### src/rtl/core/ata_pio_command_issuer_unit_assert.svh
// assertion macros shared by the rtl, compiled out for synthesis
`ifndef ATA_PIO_COMMAND_ISSUER_UNIT_ASSERT_SVH
`define ATA_PIO_COMMAND_ISSUER_UNIT_ASSERT_SVH

`ifndef SYNTHESIS
// checked at every rising clock edge, reset included
`define APCI_ASSERT_ALWAYS(label, clk, prop, msg) \
    label: assert property (@(posedge clk) prop) else $error(msg);
// checked outside reset only
`define APCI_ASSERT_RUN(label, clk, rst_n, prop, msg) \
    label: assert property (@(posedge clk) disable iff (!rst_n) prop) else $error(msg);
`else
`define APCI_ASSERT_ALWAYS(label, clk, prop, msg)
`define APCI_ASSERT_RUN(label, clk, rst_n, prop, msg)
`endif

`endif

### src/rtl/core/apci_pkg.sv
// types and constants of the ata pio command issuer
package apci_pkg;

    localparam int DELAY_READS_DEF = 4;
    localparam int QUEUE_DEPTH_DEF = 2;

    // config port
    localparam int APB_AW = 4;
    localparam logic [1:0] REG_CMD_BASE = 2'd0;
    localparam logic [1:0] REG_CTL_BASE = 2'd1;
    localparam logic [1:0] REG_NIEN     = 2'd2;

    localparam logic [15:0] CMD_BASE_RST = 16'h01F0;
    localparam logic [15:0] CTL_BASE_RST = 16'h03F6;

    // task file register offsets
    localparam logic [15:0] OFS_COUNT = 16'd2;
    localparam logic [15:0] OFS_LBA_L = 16'd3;
    localparam logic [15:0] OFS_LBA_M = 16'd4;
    localparam logic [15:0] OFS_LBA_H = 16'd5;
    localparam logic [15:0] OFS_SEL   = 16'd6;
    localparam logic [15:0] OFS_CMD   = 16'd7;

    localparam logic [7:0] SEL_MASTER = 8'hE0;
    localparam logic [7:0] SEL_SLAVE  = 8'hF0;
    localparam logic [7:0] CMD_RD28   = 8'h20;
    localparam logic [7:0] CMD_RD48   = 8'h24;
    localparam logic [7:0] CMD_WR28   = 8'h30;
    localparam logic [7:0] CMD_WR48   = 8'h34;
    localparam logic [7:0] CTL_NIEN   = 8'h02;
    localparam logic [7:0] CTL_IEN    = 8'h00;

    localparam int         LBA28_BITS = 28;
    localparam logic [8:0] MAX_COUNT  = 9'd256;

    // access positions in the full lba48 sequence; lba28 skips the high part
    localparam int P_SEL    = 0;
    localparam int P_CNT_HI = 1;
    localparam int P_LBA3   = 2;
    localparam int P_LBA4   = 3;
    localparam int P_LBA5   = 4;
    localparam int P_CNT_LO = 5;
    localparam int P_LBA0   = 6;
    localparam int P_LBA1   = 7;
    localparam int P_LBA2   = 8;
    localparam int P_CTL    = 9;
    localparam int P_DLY    = 10;

    typedef struct packed {
        logic        drive_select;
        logic [47:0] start_lba;
        logic [8:0]  sector_count;
        logic        is_write;
    } t_req;

    typedef struct packed {
        logic [15:0] port_address;
        logic        access_is_write;
        logic [7:0]  byte_value;
        logic        last_access;
        logic        count_error;
    } t_acc;

    // classified request held in the queue
    typedef struct packed {
        logic        err;
        logic        ext;
        logic [7:0]  sel_byte;
        logic [7:0]  cmd_byte;
        logic [47:0] lba;
        logic [8:0]  count;
    } t_desc;

    typedef struct packed {
        logic [15:0] cmd_base;
        logic [15:0] ctl_base;
        logic        nien;
    } t_cfg;

endpackage

### src/rtl/core/apci_if.sv
// request and bus access channels
interface apci_req_if import apci_pkg::*; ();
    logic valid;
    logic ready;
    t_req data;
    modport source (output valid, output data, input ready);
    modport sink (input valid, input data, output ready);
endinterface

interface apci_acc_if import apci_pkg::*; ();
    logic valid;
    logic ready;
    t_acc data;
    modport source (output valid, output data, input ready);
    modport sink (input valid, input data, output ready);
endinterface

### src/rtl/core/apci_front.sv
// front end: accepts requests and classifies them for the queue
module apci_front import apci_pkg::*; (
    apci_req_if.sink  i_req,
    output logic      o_push_valid,
    output t_desc     o_push_desc,
    input  logic      i_push_ready
);

    always_comb begin
        o_push_desc.err = (i_req.data.sector_count == '0) ||
                          (i_req.data.sector_count > MAX_COUNT);
        o_push_desc.ext = |i_req.data.start_lba[47:LBA28_BITS];
        o_push_desc.sel_byte = i_req.data.drive_select ? SEL_SLAVE : SEL_MASTER;
        unique case ({o_push_desc.ext, i_req.data.is_write})
            2'b00:   o_push_desc.cmd_byte = CMD_RD28;
            2'b01:   o_push_desc.cmd_byte = CMD_WR28;
            2'b10:   o_push_desc.cmd_byte = CMD_RD48;
            default: o_push_desc.cmd_byte = CMD_WR48;
        endcase
        o_push_desc.lba   = i_req.data.start_lba;
        o_push_desc.count = i_req.data.sector_count;
    end

    assign o_push_valid = i_req.valid;
    assign i_req.ready  = i_push_ready;

endmodule

### src/rtl/core/apci_queue.sv
// short fifo of classified requests between front and back
module apci_queue import apci_pkg::*; #(
    parameter int DEPTH = QUEUE_DEPTH_DEF
) (
    input  logic  i_clk,
    input  logic  i_rst_n,
    input  logic  i_push_valid,
    input  t_desc i_push_desc,
    output logic  o_push_ready,
    output logic  o_head_valid,
    output t_desc o_head_desc,
    input  logic  i_pop
);

    localparam int PTR_W = $clog2(DEPTH);
    localparam int CNT_W = $clog2(DEPTH + 1);

    t_desc              r_mem [DEPTH];
    logic [PTR_W-1:0]   r_wr_ptr, r_rd_ptr;
    logic [CNT_W-1:0]   r_count;
    logic               do_push, do_pop;

    assign o_push_ready = (r_count != CNT_W'(DEPTH));
    assign o_head_valid = (r_count != '0);
    assign o_head_desc  = r_mem[r_rd_ptr];
    assign do_push      = i_push_valid && o_push_ready;
    assign do_pop       = i_pop && o_head_valid;

    always_ff @(posedge i_clk) begin
        if (!i_rst_n) begin
            r_wr_ptr <= '0;
            r_rd_ptr <= '0;
            r_count  <= '0;
        end else begin
            if (do_push) begin
                r_wr_ptr <= (r_wr_ptr == PTR_W'(DEPTH - 1)) ? '0 : r_wr_ptr + 1'b1;
            end
            if (do_pop) begin
                r_rd_ptr <= (r_rd_ptr == PTR_W'(DEPTH - 1)) ? '0 : r_rd_ptr + 1'b1;
            end
            if (do_push && !do_pop) begin
                r_count <= r_count + 1'b1;
            end else if (do_pop && !do_push) begin
                r_count <= r_count - 1'b1;
            end
        end
    end

    always_ff @(posedge i_clk) begin
        if (do_push) begin
            r_mem[r_wr_ptr] <= i_push_desc;
        end
    end

endmodule

### src/rtl/core/apci_back.sv
// back end: walks the access sequence of the head request, one access per cycle while the output is not held
module apci_back import apci_pkg::*; #(
    parameter int DELAY_READS = DELAY_READS_DEF
) (
    input  logic       i_clk,
    input  logic       i_rst_n,
    input  t_cfg       i_cfg,
    input  logic       i_head_valid,
    input  t_desc      i_head_desc,
    output logic       o_pop,
    apci_acc_if.source o_acc
);

    localparam int CMD_POS = P_DLY + DELAY_READS;
    localparam int POS_W   = $clog2(CMD_POS + 1);

    logic [POS_W-1:0] r_pos, n_pos;
    logic             r_out_valid;
    t_acc             r_out, n_acc;
    logic             advance, take, done;

    assign advance = !r_out_valid || o_acc.ready;
    assign take    = i_head_valid && advance;
    assign done    = i_head_desc.err || (r_pos == POS_W'(CMD_POS));
    assign o_pop   = take && done;

    // lba28 jumps from the select write straight to the low count
    assign n_pos = (r_pos == POS_W'(P_SEL) && !i_head_desc.ext) ?
                   POS_W'(P_CNT_LO) : r_pos + 1'b1;

    always_comb begin
        n_acc.access_is_write = 1'b1;
        n_acc.last_access     = 1'b0;
        n_acc.count_error     = 1'b0;
        n_acc.port_address    = i_cfg.cmd_base;
        n_acc.byte_value      = '0;
        unique case (r_pos)
            POS_W'(P_SEL): begin
                n_acc.port_address = i_cfg.cmd_base + OFS_SEL;
                n_acc.byte_value   = i_head_desc.ext ? i_head_desc.sel_byte :
                                     (i_head_desc.sel_byte | i_head_desc.lba[31:24]);
            end
            POS_W'(P_CNT_HI): begin
                n_acc.port_address = i_cfg.cmd_base + OFS_COUNT;
                n_acc.byte_value   = {7'd0, i_head_desc.count[8]};
            end
            POS_W'(P_LBA3): begin
                n_acc.port_address = i_cfg.cmd_base + OFS_LBA_L;
                n_acc.byte_value   = i_head_desc.lba[31:24];
            end
            POS_W'(P_LBA4): begin
                n_acc.port_address = i_cfg.cmd_base + OFS_LBA_M;
                n_acc.byte_value   = i_head_desc.lba[39:32];
            end
            POS_W'(P_LBA5): begin
                n_acc.port_address = i_cfg.cmd_base + OFS_LBA_H;
                n_acc.byte_value   = i_head_desc.lba[47:40];
            end
            POS_W'(P_CNT_LO): begin
                n_acc.port_address = i_cfg.cmd_base + OFS_COUNT;
                n_acc.byte_value   = i_head_desc.count[7:0];
            end
            POS_W'(P_LBA0): begin
                n_acc.port_address = i_cfg.cmd_base + OFS_LBA_L;
                n_acc.byte_value   = i_head_desc.lba[7:0];
            end
            POS_W'(P_LBA1): begin
                n_acc.port_address = i_cfg.cmd_base + OFS_LBA_M;
                n_acc.byte_value   = i_head_desc.lba[15:8];
            end
            POS_W'(P_LBA2): begin
                n_acc.port_address = i_cfg.cmd_base + OFS_LBA_H;
                n_acc.byte_value   = i_head_desc.lba[23:16];
            end
            POS_W'(P_CTL): begin
                n_acc.port_address = i_cfg.ctl_base;
                n_acc.byte_value   = i_cfg.nien ? CTL_NIEN : CTL_IEN;
            end
            default: begin
                if (r_pos == POS_W'(CMD_POS)) begin
                    n_acc.port_address = i_cfg.cmd_base + OFS_CMD;
                    n_acc.byte_value   = i_head_desc.cmd_byte;
                    n_acc.last_access  = 1'b1;
                end else begin
                    // alternate status read used as a settle delay
                    n_acc.port_address    = i_cfg.ctl_base;
                    n_acc.access_is_write = 1'b0;
                end
            end
        endcase
        if (i_head_desc.err) begin
            n_acc.port_address    = '0;
            n_acc.access_is_write = 1'b0;
            n_acc.byte_value      = '0;
            n_acc.last_access     = 1'b1;
            n_acc.count_error     = 1'b1;
        end
    end

    always_ff @(posedge i_clk) begin
        if (!i_rst_n) begin
            r_out_valid <= 1'b0;
            r_pos       <= '0;
        end else begin
            if (advance) begin
                r_out_valid <= i_head_valid;
            end
            if (take) begin
                r_pos <= done ? '0 : n_pos;
            end
        end
    end

    always_ff @(posedge i_clk) begin
        if (take) begin
            r_out <= n_acc;
        end
    end

    assign o_acc.valid = r_out_valid;
    assign o_acc.data  = r_out;

endmodule

### src/rtl/core/ata_pio_command_issuer_unit.sv
// top level of the ata pio command issuer: config registers, front, queue, back
//
//  channel   dir   handshake            content
//  i_req     in    valid/ready          drive, start lba, sector count, direction
//  o_acc     out   valid/ready          one task file bus access per transfer
//  apb       in    psel/penable/pwrite  command base, control base, nien
//
// a request yields 7 + DELAY_READS accesses for lba28, 11 + DELAY_READS for lba48
// and one error transfer for a bad count (11 / 15 / 1 at the default); the back end
// issues one access per cycle while the output is not held.
// the queue lets the next requests be taken while the back end is busy;
// the output register holds an access until it is taken.
// reset is synchronous and clears the queue, the sequence position and the registers.
`include "ata_pio_command_issuer_unit_assert.svh"

module ata_pio_command_issuer_unit import apci_pkg::*; #(
    parameter int DELAY_READS = DELAY_READS_DEF,
    parameter int QUEUE_DEPTH = QUEUE_DEPTH_DEF
) (
    input  logic              i_clk,
    input  logic              i_rst_n,
    apci_req_if.sink          i_req,
    apci_acc_if.source        o_acc,
    input  logic              psel,
    input  logic              penable,
    input  logic              pwrite,
    input  logic [APB_AW-1:0] paddr,
    input  logic [31:0]       pwdata,
    output logic [31:0]       prdata,
    output logic              pready
);

    t_cfg  r_cfg;
    logic  push_valid, push_ready, head_valid, pop;
    t_desc push_desc, head_desc;
    logic  cfg_wr;

    assign pready = 1'b1;
    assign cfg_wr = psel && penable && pwrite && pready;

    always_ff @(posedge i_clk) begin
        if (!i_rst_n) begin
            r_cfg.cmd_base <= CMD_BASE_RST;
            r_cfg.ctl_base <= CTL_BASE_RST;
            r_cfg.nien     <= 1'b0;
        end else if (cfg_wr) begin
            unique case (paddr[3:2])
                REG_CMD_BASE: r_cfg.cmd_base <= pwdata[15:0];
                REG_CTL_BASE: r_cfg.ctl_base <= pwdata[15:0];
                REG_NIEN:     r_cfg.nien     <= pwdata[0];
                default: ;
            endcase
        end
    end

    always_comb begin
        unique case (paddr[3:2])
            REG_CMD_BASE: prdata = {16'd0, r_cfg.cmd_base};
            REG_CTL_BASE: prdata = {16'd0, r_cfg.ctl_base};
            REG_NIEN:     prdata = {31'd0, r_cfg.nien};
            default:      prdata = '0;
        endcase
    end

    apci_front u_front (
        .i_req        (i_req),
        .o_push_valid (push_valid),
        .o_push_desc  (push_desc),
        .i_push_ready (push_ready)
    );

    apci_queue #(
        .DEPTH (QUEUE_DEPTH)
    ) u_queue (
        .i_clk        (i_clk),
        .i_rst_n      (i_rst_n),
        .i_push_valid (push_valid),
        .i_push_desc  (push_desc),
        .o_push_ready (push_ready),
        .o_head_valid (head_valid),
        .o_head_desc  (head_desc),
        .i_pop        (pop)
    );

    apci_back #(
        .DELAY_READS (DELAY_READS)
    ) u_back (
        .i_clk        (i_clk),
        .i_rst_n      (i_rst_n),
        .i_cfg        (r_cfg),
        .i_head_valid (head_valid),
        .i_head_desc  (head_desc),
        .o_pop        (pop),
        .o_acc        (o_acc)
    );

    `APCI_ASSERT_ALWAYS(a_rst_clears_out, i_clk, !i_rst_n |=> !o_acc.valid, "output valid after reset")
    `APCI_ASSERT_RUN(a_err_shape, i_clk, i_rst_n, (o_acc.valid && o_acc.data.count_error) |-> (o_acc.data.last_access && o_acc.data.port_address == '0 && !o_acc.data.access_is_write), "malformed error transfer")
    `APCI_ASSERT_RUN(a_cmd_base_wr, i_clk, i_rst_n, (cfg_wr && paddr[3:2] == REG_CMD_BASE) |=> (r_cfg.cmd_base == $past(pwdata[15:0])), "command base write lost")
    `APCI_ASSERT_RUN(a_read_zero, i_clk, i_rst_n, (o_acc.valid && !o_acc.data.access_is_write) |-> (o_acc.data.byte_value == '0), "read access carries data")

endmodule

### src/flat_wrapper.sv
// flat-port wrapper written by rule: the top's interface ports become plain ports
module ata_pio_command_issuer_unit_flat import apci_pkg::*;
#(
    parameter int DELAY_READS = DELAY_READS_DEF,
    parameter int QUEUE_DEPTH = QUEUE_DEPTH_DEF
)
  (i_clk, i_rst_n, psel, penable, pwrite, paddr, pwdata, prdata, pready, i_req_valid, i_req_data, i_req_ready, o_acc_valid, o_acc_data, o_acc_ready);
  apci_req_if i_req_i ();
  apci_acc_if o_acc_i ();
  input  logic i_clk;
  input  logic i_rst_n;
  input  logic psel;
  input  logic penable;
  input  logic pwrite;
  input  logic [APB_AW-1:0] paddr;
  input  logic [31:0] pwdata;
  output logic [31:0] prdata;
  output logic pready;
  input wire logic [$bits(i_req_i.valid)-1:0] i_req_valid;
  input wire logic [$bits(i_req_i.data)-1:0] i_req_data;
  output wire logic [$bits(i_req_i.ready)-1:0] i_req_ready;
  output wire logic [$bits(o_acc_i.valid)-1:0] o_acc_valid;
  output wire logic [$bits(o_acc_i.data)-1:0] o_acc_data;
  input wire logic [$bits(o_acc_i.ready)-1:0] o_acc_ready;
  assign i_req_i.valid = i_req_valid;
  assign i_req_i.data = i_req_data;
  assign i_req_ready = i_req_i.ready;
  assign o_acc_valid = o_acc_i.valid;
  assign o_acc_data = o_acc_i.data;
  assign o_acc_i.ready = o_acc_ready;
  ata_pio_command_issuer_unit #(.DELAY_READS(DELAY_READS), .QUEUE_DEPTH(QUEUE_DEPTH)) u_core (.i_clk(i_clk), .i_rst_n(i_rst_n), .i_req(i_req_i), .o_acc(o_acc_i), .psel(psel), .penable(penable), .pwrite(pwrite), .paddr(paddr), .pwdata(pwdata), .prdata(prdata), .pready(pready));
endmodule
### config.mk
export PLATFORM = sky130hd
export DESIGN_NAME = ata_pio_command_issuer_unit_flat
export DESIGN_NICKNAME = d
export VERILOG_FILES = /design/src/rtl/core/apci_pkg.sv /design/src/rtl/core/apci_if.sv /design/src/rtl/core/apci_front.sv /design/src/rtl/core/apci_queue.sv /design/src/rtl/core/apci_back.sv /design/src/rtl/core/ata_pio_command_issuer_unit.sv /design/src/flat_wrapper.sv
export VERILOG_INCLUDE_DIRS = /design/src /design/src/rtl/core
export SDC_FILE = /design/constraint.sdc
export NUM_CORES = 1
export LEC_CHECK = 0
export ABC_AREA = 1
export BUFFER_PORTS_ARGS = -buffer_cell sky130_fd_sc_hd__buf_4
export CORE_UTILIZATION = 30
export DETAILED_ROUTE_END_ITERATION = 6
export PLACE_DENSITY = 0.48
export SLEW_MARGIN = 5
export SYNTH_ARGS = -nofsm -noshare
export SYNTH_HDL_FRONTEND = slang
export SYNTH_HIERARCHICAL = 1
export SYNTH_SLANG_ARGS = --single-unit
### constraint.sdc
create_clock -name i_clk -period 8.35 [get_ports i_clk]
set_input_delay 1.2525 -clock i_clk [delete_from_list [all_inputs] [get_ports i_clk]]
set_output_delay 1.2525 -clock i_clk [all_outputs]
set_load 0.01 [all_outputs]
==> results of run 1 <==
-- routing by layer --
layer	global-route usage [%]	up-vias	wire length, um
li1	-	4176	-
met1	19.2	4117	13400
met2	25.9	237	15400
met3	2.19	49	1430
met4	4.17	0	772
met5	0	-	0
-- area by class of cell --
class | count | share of cell area (%)
inverter | 95 | 2.61
timing repair buffer | 136 | 7.49
clock inverter | 17 | 0.982
tap | 518 | 4.75
sequential | 220 | 45.3
clock buffer | 32 | 5.33
multi-input combinational | 810 | 33.5
-- cells in the final DEF, fill, tap and decap left out, types with 10 or more instances in the layout --
cell type / n
nor2_1: 125
dfxtp_1: 42
inv_1: 90
nand2_1: 268
edfxtp_1: 177
a22o_1: 10
mux2_2: 25
mux2_4: 50
clkbuf_16: 28
conb_1: 30
a21oi_1: 29
ha_1: 11
buf_4: 136
o21ai_0: 43
nand3_1: 139
-- how the worst min path moves through the flow --
stage	startpoint	endpoint	slack, ns	cells past startpoint
4_1_cts	u_core/r_cfg[3]	u_core/r_cfg[3]	0.49	2
6_report	u_core/r_cfg[3]	u_core/r_cfg[3]	0.49	2
2_1_floorplan	u_core/r_cfg[22]	u_core/r_cfg[22]	0.45	2
5_1_grt	u_core/u_queue/r_rd_ptr	flip-flop	0.52	2
3_5_place_dp	u_core/r_cfg[3]	u_core/r_cfg[3]	0.48	2
3_3_place_gp	u_core/r_cfg[8]	u_core/r_cfg[8]	0.47	2
-- kinds of logic (layout without fill, tap and decap cells) --
kind of cell / after synthesis / in the layout / share of synthesized area [%]
other cells: 4 / 30 / 0.125
fa+ha+maj: 13 / 13 / 1.48
buf+inv: 229 / 280 / 11.2
flops: 220 / 220 / 51.6
compound gates: 112 / 112 / 5.73
xor+xnor: 8 / 8 / 0.585
simple gates: 572 / 572 / 20.7
mux: 75 / 75 / 8.62
-- sequential cells by signal, summed over array words and instances, names as in the netlist, named ones only --
register	count
u_core/u_queue/r_rd_ptr	1
u_core/u_back/o_acc.valid	1
u_core/u_queue/r_mem	150
u_core/u_back/r_pos	4
u_core/r_cfg	33
u_core/u_queue/r_count	2
u_core/u_back/o_acc.data	27
u_core/u_queue/r_wr_ptr	1
-- metrics by stage --
stage	total power (uW)	hold WS, ns
3_5_place_dp	2220	0.477
4_1_cts	3370	0.489
3_3_place_gp	2220	0.473
6_report	3310	0.491
2_1_floorplan	1970	0.447
5_1_grt	3470	0.517
-- worst max-delay path, cell delays in order --
cell	delay (ns)
buf_4	0.10
inv_1	0.07
nor2_4	0.48
a22o_1	0.30
buf_4	0.15
-- power groups by stage --
stage	Sequential [uW]	Combinational, uW	Clock (uW)
after floorplan	1490	483	0
after global placement	1490	730	0
after detailed placement	1490	731	0
after CTS	1470	734	1160
after global routing	1480	784	1200
final	1460	717	1130
==> summary.md, run 1 <==
| Metric | Value |
|---|---|
| Post-CTS Hold Fix Bufs | 0 |
| Status | completed |
| Dpl cells | between 1500 and 2000 |
| Startpoint Class | input pin |
| Vias per inst | between 4 and 5 |
| DPL Wire Length | between 20000 and 25000 um |
| Post-DP Area | between 10000 and 15000 sq um |
| Gpl congestion | 0.878 |
| Rows | 72 |
| Library cells used by synthesis | between 40 and 50 |
| Worst vdd ir | between 0.1 and 0.15 mV |
| Root Buffer | clkbuf_16 |
| Arr. time, crit path | 2.35 ns |
| Peak Freq | about 0.28 GHz |
| TritonRoute pass-1 iters | 5 |
| Final Core Density | about a third |
| Combinational share of power | a little over a fifth |
| Synth-to-layout area growth | 13.9% |
| Clock Power Share | between 30% and 40% |
| Clock sink total | 220 |
| Resized cells post-CTS | 0 |
| Total Routed Length | slightly above 30000 um |
| Ratio of cells with drive above 1 in the final layout | between 20% and 30% |
| Buffers on Ports | ~130 |
| Clock Path Buffers | 3 |
| Worst setup startpoint | paddr[2] |
| Synth top cells by count | 268 x nand2_1, 177 x edfxtp_1, 139 x nand3_1 |
| First-pass GRT wire length | 46800 um |
| PD cells | around 240 nW/um^2 |
| Crit. End Element | output pin |
| Setup Skew | 0.0128 ns |
| Worst Hold Class | reg2reg |
| Post-synth EDFFs | 177 |
| Largest area contributor in the netlist | edfxtp_1 |
| CTS tree | done |
| Iteration-0 DRC Markers | 500 |
| Final setup TNS | 0 ns |
| DR vias | ~8600 |
| Max-slew violations | 0 |
| R2R cell count | 14 |
| Worst Path Max Fanout | 25 |
| Cell area after synthesis | 12000 sq um |
| Most frequent cell after synthesis | nand2_1 |
| Core Footprint | a little under 40000 sq um |
| Initial antenna violation count | 0 |
| CTS clk-pin slew, worst paths | 0.06 ns |
| Grt total ovfl | 0 |
| Worst R2R Start | u_core/u_back/r_pos[2] |
| Dpl ws | 4.73 ns |
| H-Tree Level Count | 1 |
| Post-Layout Cell Count | between 1500 and 2000 |
| Leakage | 0.00559 uW |
| Reg2reg end | u_core/u_back/o_acc.data[20] |
| Synth area leaders | edfxtp_1 44%, nand2_1 8.4%, dfxtp_1 7.2%, mux2_4 6.3%, buf_4 5.8% |
| Internal power | around 2400 uW |
| Post-synthesis sequential area ratio | between 50% and 60% |
| Storage element area | between 6000 and 7000 sq um |
| Skew-Pair Late Insertion Delay | about 0.55 ns |
| I/O pins | between 150 and 200 |
| Least-Margin Pin Slew | around 0.93 ns |
| Critical path class | in2out |
| Fill cell count | 3979 |
| Max_cap viols | 0 |
| Total CTS buffers | 27 |
| Mean post-synth cell area | approximately 9.7 sq um |
| Reg-to-reg slack, setup | around 5 ns |
| Fraction of registers with async set/reset | 0% |
| Remaining DRCs | 0 |
| Final worst slack | roughly 4.7 ns |
| Vias in the first global route | roughly 8100 |
| P_sw | ~960 uW |
| CP required | 7.10 ns |
| Post-CTS Setup Repair Bufs | 0 |
| Sw frac | around 29% |
| Detail Route Antenna Nets | 0 |
| Starting Density | a little under a third |
| # nets final | approximately 1400 |
| Max transition margin | about 38% |
| Final Cycle Share | a little over two fifths |
| Ys flop type | edfxtp_1 |
| Diode count | 0 |
| Min cycle time layout | around 3.6 ns |
| Die Wd | about 200 um |
| Final Setup Violations | 0 |
| Sequential share of power | 44.1% |
| Fin area | 13600 sq um |
| Largest net degree at the start of global routing | 50 |
| Die area | 40700 sq um |
| RSZ-0062 raised after global routing | false |
| Seq cells post-synth | 220 |
| Crit path to | prdata[4] |
| Die height | between 200 and 250 um |
| Hold Vio Cnt, Final | 0 |
| Synth top area share | 44.4% |
| Yosys Warn Count | 6 |
| Gr usage total | between 10% and 20% |
| Multi-input combinational cell area | roughly 4600 sq um |
| Drt wl/cell | about 17 um |
| Syn Inst Count | 1233 |
(Power assumes the default switching activity.)
==> inputs of run 2 (changes only) <==
- clock period: 8.35 -> 3.4 ns (I/O delays scaled with it)
==> run 2 against run 1 <==
Critical path depth rose by 10. Register-to-register slack worse by 4.7 ns. Die area unchanged. Setup slack worse by 4.3 ns. Via count shrank 1.6%. Combinational power grew to 2.6 times the previous value. Clock power up 120%. Count of clock-buffer cells in the layout is 2 higher. Utilization increased by 0.13 points. Power grew 140%. Design area rose by 0.37%. Critical endpoint is now u_core/u_back/o_acc.data[20]. Largest power group unchanged. Highest routed layer unchanged.
==> summary.md, run 2 (synthesis results as in run 1) <==
| Metric | Value |
|---|---|
| Final Cycle Share | between 80% and 90% |
| Worst Path Max Fanout | 9 |
| Diode count | 0 |
| Peak Freq | between 0.3 and 0.4 GHz |
| Multi-input combinational cell area | approximately 4600 sq um |
| Max_cap viols | 0 |
| Die area | between 40000 and 50000 sq um |
| Met1 wire length | 13700 um |
| Leakage | roughly 0.0056 uW |
| Most common cell after layout, fill and taps aside | nand2_1 |
| Metal3 WL | about 1400 um |
| Max FFs per register | 150 |
| Die Wd | 202 um |
| Arr. time, crit path | ~3.2 ns |
| Dpl ws | about 0.48 ns |
| Gpl congestion | 0.861 |
| I/O pins | between 150 and 200 |
| Min cycle time layout | between 2 and 3 ns |
| PD cells | 581 nW/um^2 |
| Most frequent cells in the layout | 268 x nand2_1, 177 x edfxtp_1, 145 x buf_4 |
| Initial antenna violation count | 0 |
| Root Buffer | clkbuf_16 |
| Crit. End Element | flip-flop |
| Skew-Pair Late Insertion Delay | about 0.54 ns |
| Final Core Density | 35.1% |
| RSZ-0062 raised after global routing | false |
| Detail Route Antenna Nets | 0 |
| Rows | approximately 70 |
| Startpoint Class | flip-flop |
| Iteration-0 DRC Markers | around 500 |
| Setup Skew | around 0.013 ns |
| Core Footprint | around 39000 sq um |
| CTS clk-pin slew, worst paths | about 0.07 ns |
| Max-slew violations | 0 |
| Register with the most flip-flops | u_core/u_queue/r_mem |
| Critical path class | reg2reg |
| DPL Wire Length | 22200 um |
| Buffers on Ports | around 130 |
| CTS tree | done |
| Starting Density | between 30% and 40% |
| CP required | between 3 and 4 ns |
| Clock Path Buffers | 3 |
| Fill cell count | ~4000 |
| Worst vdd ir | slightly above 0.4 mV |
| Worst Hold Class | in2reg |
| # nets final | between 1000 and 1500 |
| Least-Margin Pin Slew | 0.849 ns |
| Wire length on met2 | 15500 um |
| Ratio of cells with drive above 1 in the final layout | between 20% and 30% |
| Hold Vio Cnt, Final | 0 |
| H-Tree Level Count | 1 |
| Max transition margin | approximately 43% |
| First-pass GRT wire length | approximately 47000 um |
| DR vias | approximately 8400 |
| Status | completed |
| Resized cells post-CTS | 0 |
| Grt total ovfl | 0 |
| Total CTS buffers | 25 |
| Final Setup Violations | 0 |
| Vias in the first global route | approximately 8200 |
| Clock sink total | between 200 and 250 |
| Largest net degree at the start of global routing | 39 |
| Synth-to-layout area growth | 14.3% |
| Top sig layer | met4 |
| Post-CTS Hold Fix Bufs | 0 |
| Total Routed Length | between 30000 and 40000 um |
| Final worst slack | around 0.44 ns |
| Remaining DRCs | 0 |
| Vias per inst | ~4.6 |
| Post-CTS Setup Repair Bufs | 0 |
| Storage element area | approximately 6000 sq um |
| Final setup TNS | 0 ns |
| Gr usage total | 15.1% |
| Drt wl/cell | 17.0 um |
| TritonRoute pass-1 iters | 5 |
| Hold WS | about 0.15 ns |
| Die height | between 200 and 250 um |
## run 2: cell type report
class                   count  area share (%)
clock buffers              34            5.04
flip-flops and latches    220            45.1
multi-input cells         810            33.4
clock inverters            10           0.539
inverters                  95            2.60
well taps                 518            4.73
repair buffers            149            8.54
## run 2: power by group
part	internal, uW	total (uW)	leakage (uW)	switching (uW)
clock	1430	2540	0.000380	1110
combinational	805	1830	0.00323	1030
sequential	3400	3580	0.00200	174
## run 2: per-layer routing
metal,GRT usage [%],vias to the layer above
met4,3.95,0
li1,-,4192
met2,26.4,201
met5,0,-
met1,19.6,4015
met3,1.84,37
## run 2: worst paths after layout
check	from	to	slack (ns)	cells after the start
min reg2reg	u_core/r_cfg[8]	u_core/r_cfg[8]	0.49	2
min	i_req_data[37]	u_core/u_queue/r_mem[0][36]	0.15	1
max reg2reg	u_core/u_back/r_pos[0]	u_core/u_back/o_acc.data[20]	0.44	15
max	u_core/u_back/r_pos[0]	u_core/u_back/o_acc.data[20]	0.44	15
## run 2: worst max-delay path, stage by stage, from the launching register on
cell      delay, ns
dfxtp_1        0.35
inv_1          0.11
ha_1           0.41
nand3_2        0.14
nand2_1        0.22
inv_1          0.10
ha_1           0.28
nand2_1        0.05
nand2_1        0.07
nand2_1        0.13
nor2_1         0.40
nand3_1        0.12
nand3_1        0.11
nand3b_1       0.08
nor2_1         0.09
nor2_1         0.04
## run 2: metrics by stage
step	instances	total power, uW	instance area, sq um
3_3_place_gp	1792	5510	12900
5_1_grt	1836	8360	13700
2_1_floorplan	1259	4840	12100
3_5_place_dp	1792	5520	12900
6_report	1836	7950	13700
4_1_cts	1836	8100	13700
==> inputs of run 3 (changes only) <==
- ABC_AREA: 1 -> default
==> run 3 against run 2 <==
Global-route usage down 0.16 points. Critical path type unchanged. Combinational power up 15%. Highest routed layer unchanged. Non-clock buffer count up 8.
==> summary.md, run 3 <==
| Metric | Value |
|---|---|
| Rows | 70 |
| Most common cell on crit path | ha_1 |
| CTS tree | done |
| Resized cells post-CTS | 0 |
| Library cells used by synthesis | roughly 70 |
| Iteration-0 DRC Markers | 519 |
| Top sig layer | met4 |
| Yosys Warn Count | 6 |
| Drt wl/cell | between 15 and 20 um |
| Remaining DRCs | 0 |
| DPL Wire Length | just over 20000 um |
| Post-synth EDFFs | around 180 |
| Wire length on met2 | 13600 um |
| CTS clk-pin slew, worst paths | roughly 0.060 ns |
| Root Buffer | clkbuf_16 |
| Max_cap viols | 0 |
| Max-slew violations | 0 |
| Status | completed |
| Reg2reg end | u_core/u_back/o_acc.data[22] |
| TritonRoute pass-1 iters | 6 |
| H-Tree Level Count | 1 |
| Hold path start | i_req_data[10] |
| Most frequent cell after synthesis | edfxtp_1 |
| Fraction of registers with async set/reset | 0% |
| Syn Inst Count | about 960 |
| Buffers on Ports | ~130 |
| Die height | 197 um |
| Post-CTS Setup Repair Bufs | 0 |
| Final worst slack | around 0.45 ns |
| Critical Path Slowest Stage Cell | o21ai_0 |
| Die Wd | approximately 200 um |
| Vias in the first global route | just over 7000 |
| Cell Chain, Critical Path | inv_1 -> ha_1 -> o21a_1 -> ha_1 -> nand3_1 -> and2_1 -> o21ai_0 -> nor4b_1 -> a221oi_1 -> a41oi_1 |
| Grt total ovfl | 0 |
| Ys flop type | edfxtp_1 |
| Final setup TNS | 0 ns |
| Startpoint Class | flip-flop |
| Mean post-synth cell area | 11.9 sq um |
| Worst R2R Start | u_core/u_back/r_pos[0] |
| Least-Margin Pin Slew | approximately 0.72 ns |
| Dpl cells | roughly 1500 |
| RSZ-0062 raised after global routing | false |
| Crit. End Element | flip-flop |
| Cell area after synthesis | about 11000 sq um |
| Peak Freq | 0.338 GHz |
| Fill cell count | 3705 |
| Most common cell after layout, fill and taps aside | edfxtp_1 |
| Clock Path Buffers | 3 |
| DR vias | between 7000 and 8000 |
| Arr. time, crit path | approximately 3.3 ns |
| Min cycle time layout | approximately 3.0 ns |
| Hold WS | 0.146 ns |
| Leakage | around 0.0047 uW |
| Setup Skew | 0.00812 ns |
| Worst setup startpoint | u_core/u_back/r_pos[0] |
| Max transition margin | 52.0% |
| # nets final | around 1100 |
| Starting Density | a little under a third |
| Fin area | 13200 sq um |
| Peak per-stage delay on the critical path | ~0.43 ns |
| Post-Layout Cell Count | around 1500 |
| Seq cells post-synth | between 200 and 250 |
| Gr usage total | ~15% |
| Synth area leaders | edfxtp_1 47%, mux2_2 7.6%, dfxtp_1 7.6%, buf_4 6.1%, mux2i_1 4.1% |
| Ratio of cells with drive above 1 in the final layout | ~28% |
| Synth top cells by count | 177 x edfxtp_1, 93 x buf_4, 77 x mux2_2 |
| First-pass GRT wire length | around 44000 um |
| Gpl congestion | 0.863 |
| Vias per inst | a little under 5 |
| Detail Route Antenna Nets | 0 |
| Register with the most flip-flops | u_core/u_queue/r_mem |
| Total CTS buffers | 27 |
| Clock sink total | 220 |
| Initial antenna violation count | 0 |
| Hold EP | u_core/u_queue/r_mem[1][9] |
| Synth top area share | between 40 and 50% |
| Dpl ws | approximately 0.54 ns |
| Hold Vio Cnt, Final | 0 |
| Post-CTS Hold Fix Bufs | 0 |
| Skew-Pair Late Insertion Delay | roughly 0.54 ns |
| R2R cell count | 10 |
| Most frequent cells in the layout | 177 x edfxtp_1, 155 x buf_4, 77 x mux2_2 |
| Post-synthesis sequential area ratio | 54.3% |
| I/O pins | around 160 |
| Reg-to-reg slack, setup | ~0.45 ns |
| Met1 wire length | 13600 um |
| Metal3 WL | ~1400 um |
| Largest area contributor in the netlist | edfxtp_1 |
| Die area | around 39000 sq um |
| Final Setup Violations | 0 |
| Diode count | 0 |
| Worst Hold Class | in2reg |
| PD cells | between 600 and 700 nW/um^2 |
| CP required | about 3.8 ns |
| Worst Path Max Fanout | 8 |
| Total Routed Length | a little under 30000 um |
| Hold path cells | 1 |
| Max FFs per register | 150 |
| Critical path class | reg2reg |
| Final Cycle Share | 86.9% |
| Largest net degree at the start of global routing | 60 |
| Worst vdd ir | between 0.4 and 0.5 mV |
| Post-DP Area | 12300 sq um |
| Core Footprint | roughly 37000 sq um |
| Synth-to-layout area growth | 15.9% |
## run 3: changes by cell type in the layout (fill, tap and decap cells not counted), moves of 15 or more
| cell | change |
|---|---|
| mux2_4 | -50 |
| inv_1 | -73 |
| mux2_2 | +52 |
| nor2b_1 | +23 |
| nand2_1 | -210 |
| mux2i_1 | +47 |
| nand3_1 | -122 |
| o21ai_0 | -15 |
| nor2_1 | -79 |
| a21oi_1 | +25 |
| a221oi_1 | +15 |
## run 3: cells by family (layout without fill, tap and decap cells)
family | after synthesis | after routing | share of synthesized area [%]
flip-flops | 220 | 220 | 54.3
AND/OR/NAND/NOR | 207 | 207 | 9.26
AO/OA/AOI/OAI | 198 | 198 | 11.8
buffers and inverters | 168 | 225 | 9.39
multiplexers | 124 | 124 | 11.8
XOR/XNOR | 22 | 22 | 1.70
adder cells (fa/ha/maj) | 13 | 13 | 1.56
other | 4 | 30 | 0.132
## run 3: layer usage
metal	GRT usage, %	vias to the layer above
met4	3.24	0
met3	2.52	24
met1	21.0	3715
met2	24.0	195
li1	-	3567
met5	0	-
## run 3: metrics by stage
| step | total power, uW | util [%] |
|---|---|---|
| 6_report | 8500 | 35.6 |
| 5_1_grt | 8920 | 35.6 |
| 4_1_cts | 8640 | 35.6 |
| 3_5_place_dp | 5830 | 33.3 |
| 3_3_place_gp | 5820 | 33.3 |
| 2_1_floorplan | 5000 | - |
## run 3: layout make-up
| class | count | area [sq um] | area share (%) |
|---|---|---|---|
| sequential | 220 | 6180 | 46.9 |
| multi-input combinational | 594 | 4220 | 32.1 |
| timing repair buffer | 157 | 1200 | 9.14 |
| clock buffer | 37 | 753 | 5.72 |
| tap | 504 | 631 | 4.79 |
| clock inverter | 12 | 108 | 0.817 |
| inverter | 19 | 71.3 | 0.542 |
## run 3: report_power, final
group | switching [uW] | internal (uW)
clock network | 1120 | 1640
registers | 178 | 3470
logic | 1210 | 887
## run 3: worst max path at each step
stage                                        end  cells after the start
global route        u_core/u_back/o_acc.data[22]                     10
finish              u_core/u_back/o_acc.data[22]                     10
CTS                 u_core/u_back/o_acc.data[23]                     10
detailed placement  u_core/u_back/o_acc.data[23]                     10
floorplan           u_core/u_back/o_acc.data[23]                     12
global placement    u_core/u_back/o_acc.data[23]                     10
## run 3: critical path: cells and delay by family, from the launching register on
| family | cells | cell delay, ns |
|---|---|---|
| fa+ha+maj | 2 | 0.67 |
| buf+inv | 1 | 0.11 |
| flops | 1 | 0.40 |
| simple gates | 3 | 0.62 |
| compound gates | 4 | 0.97 |
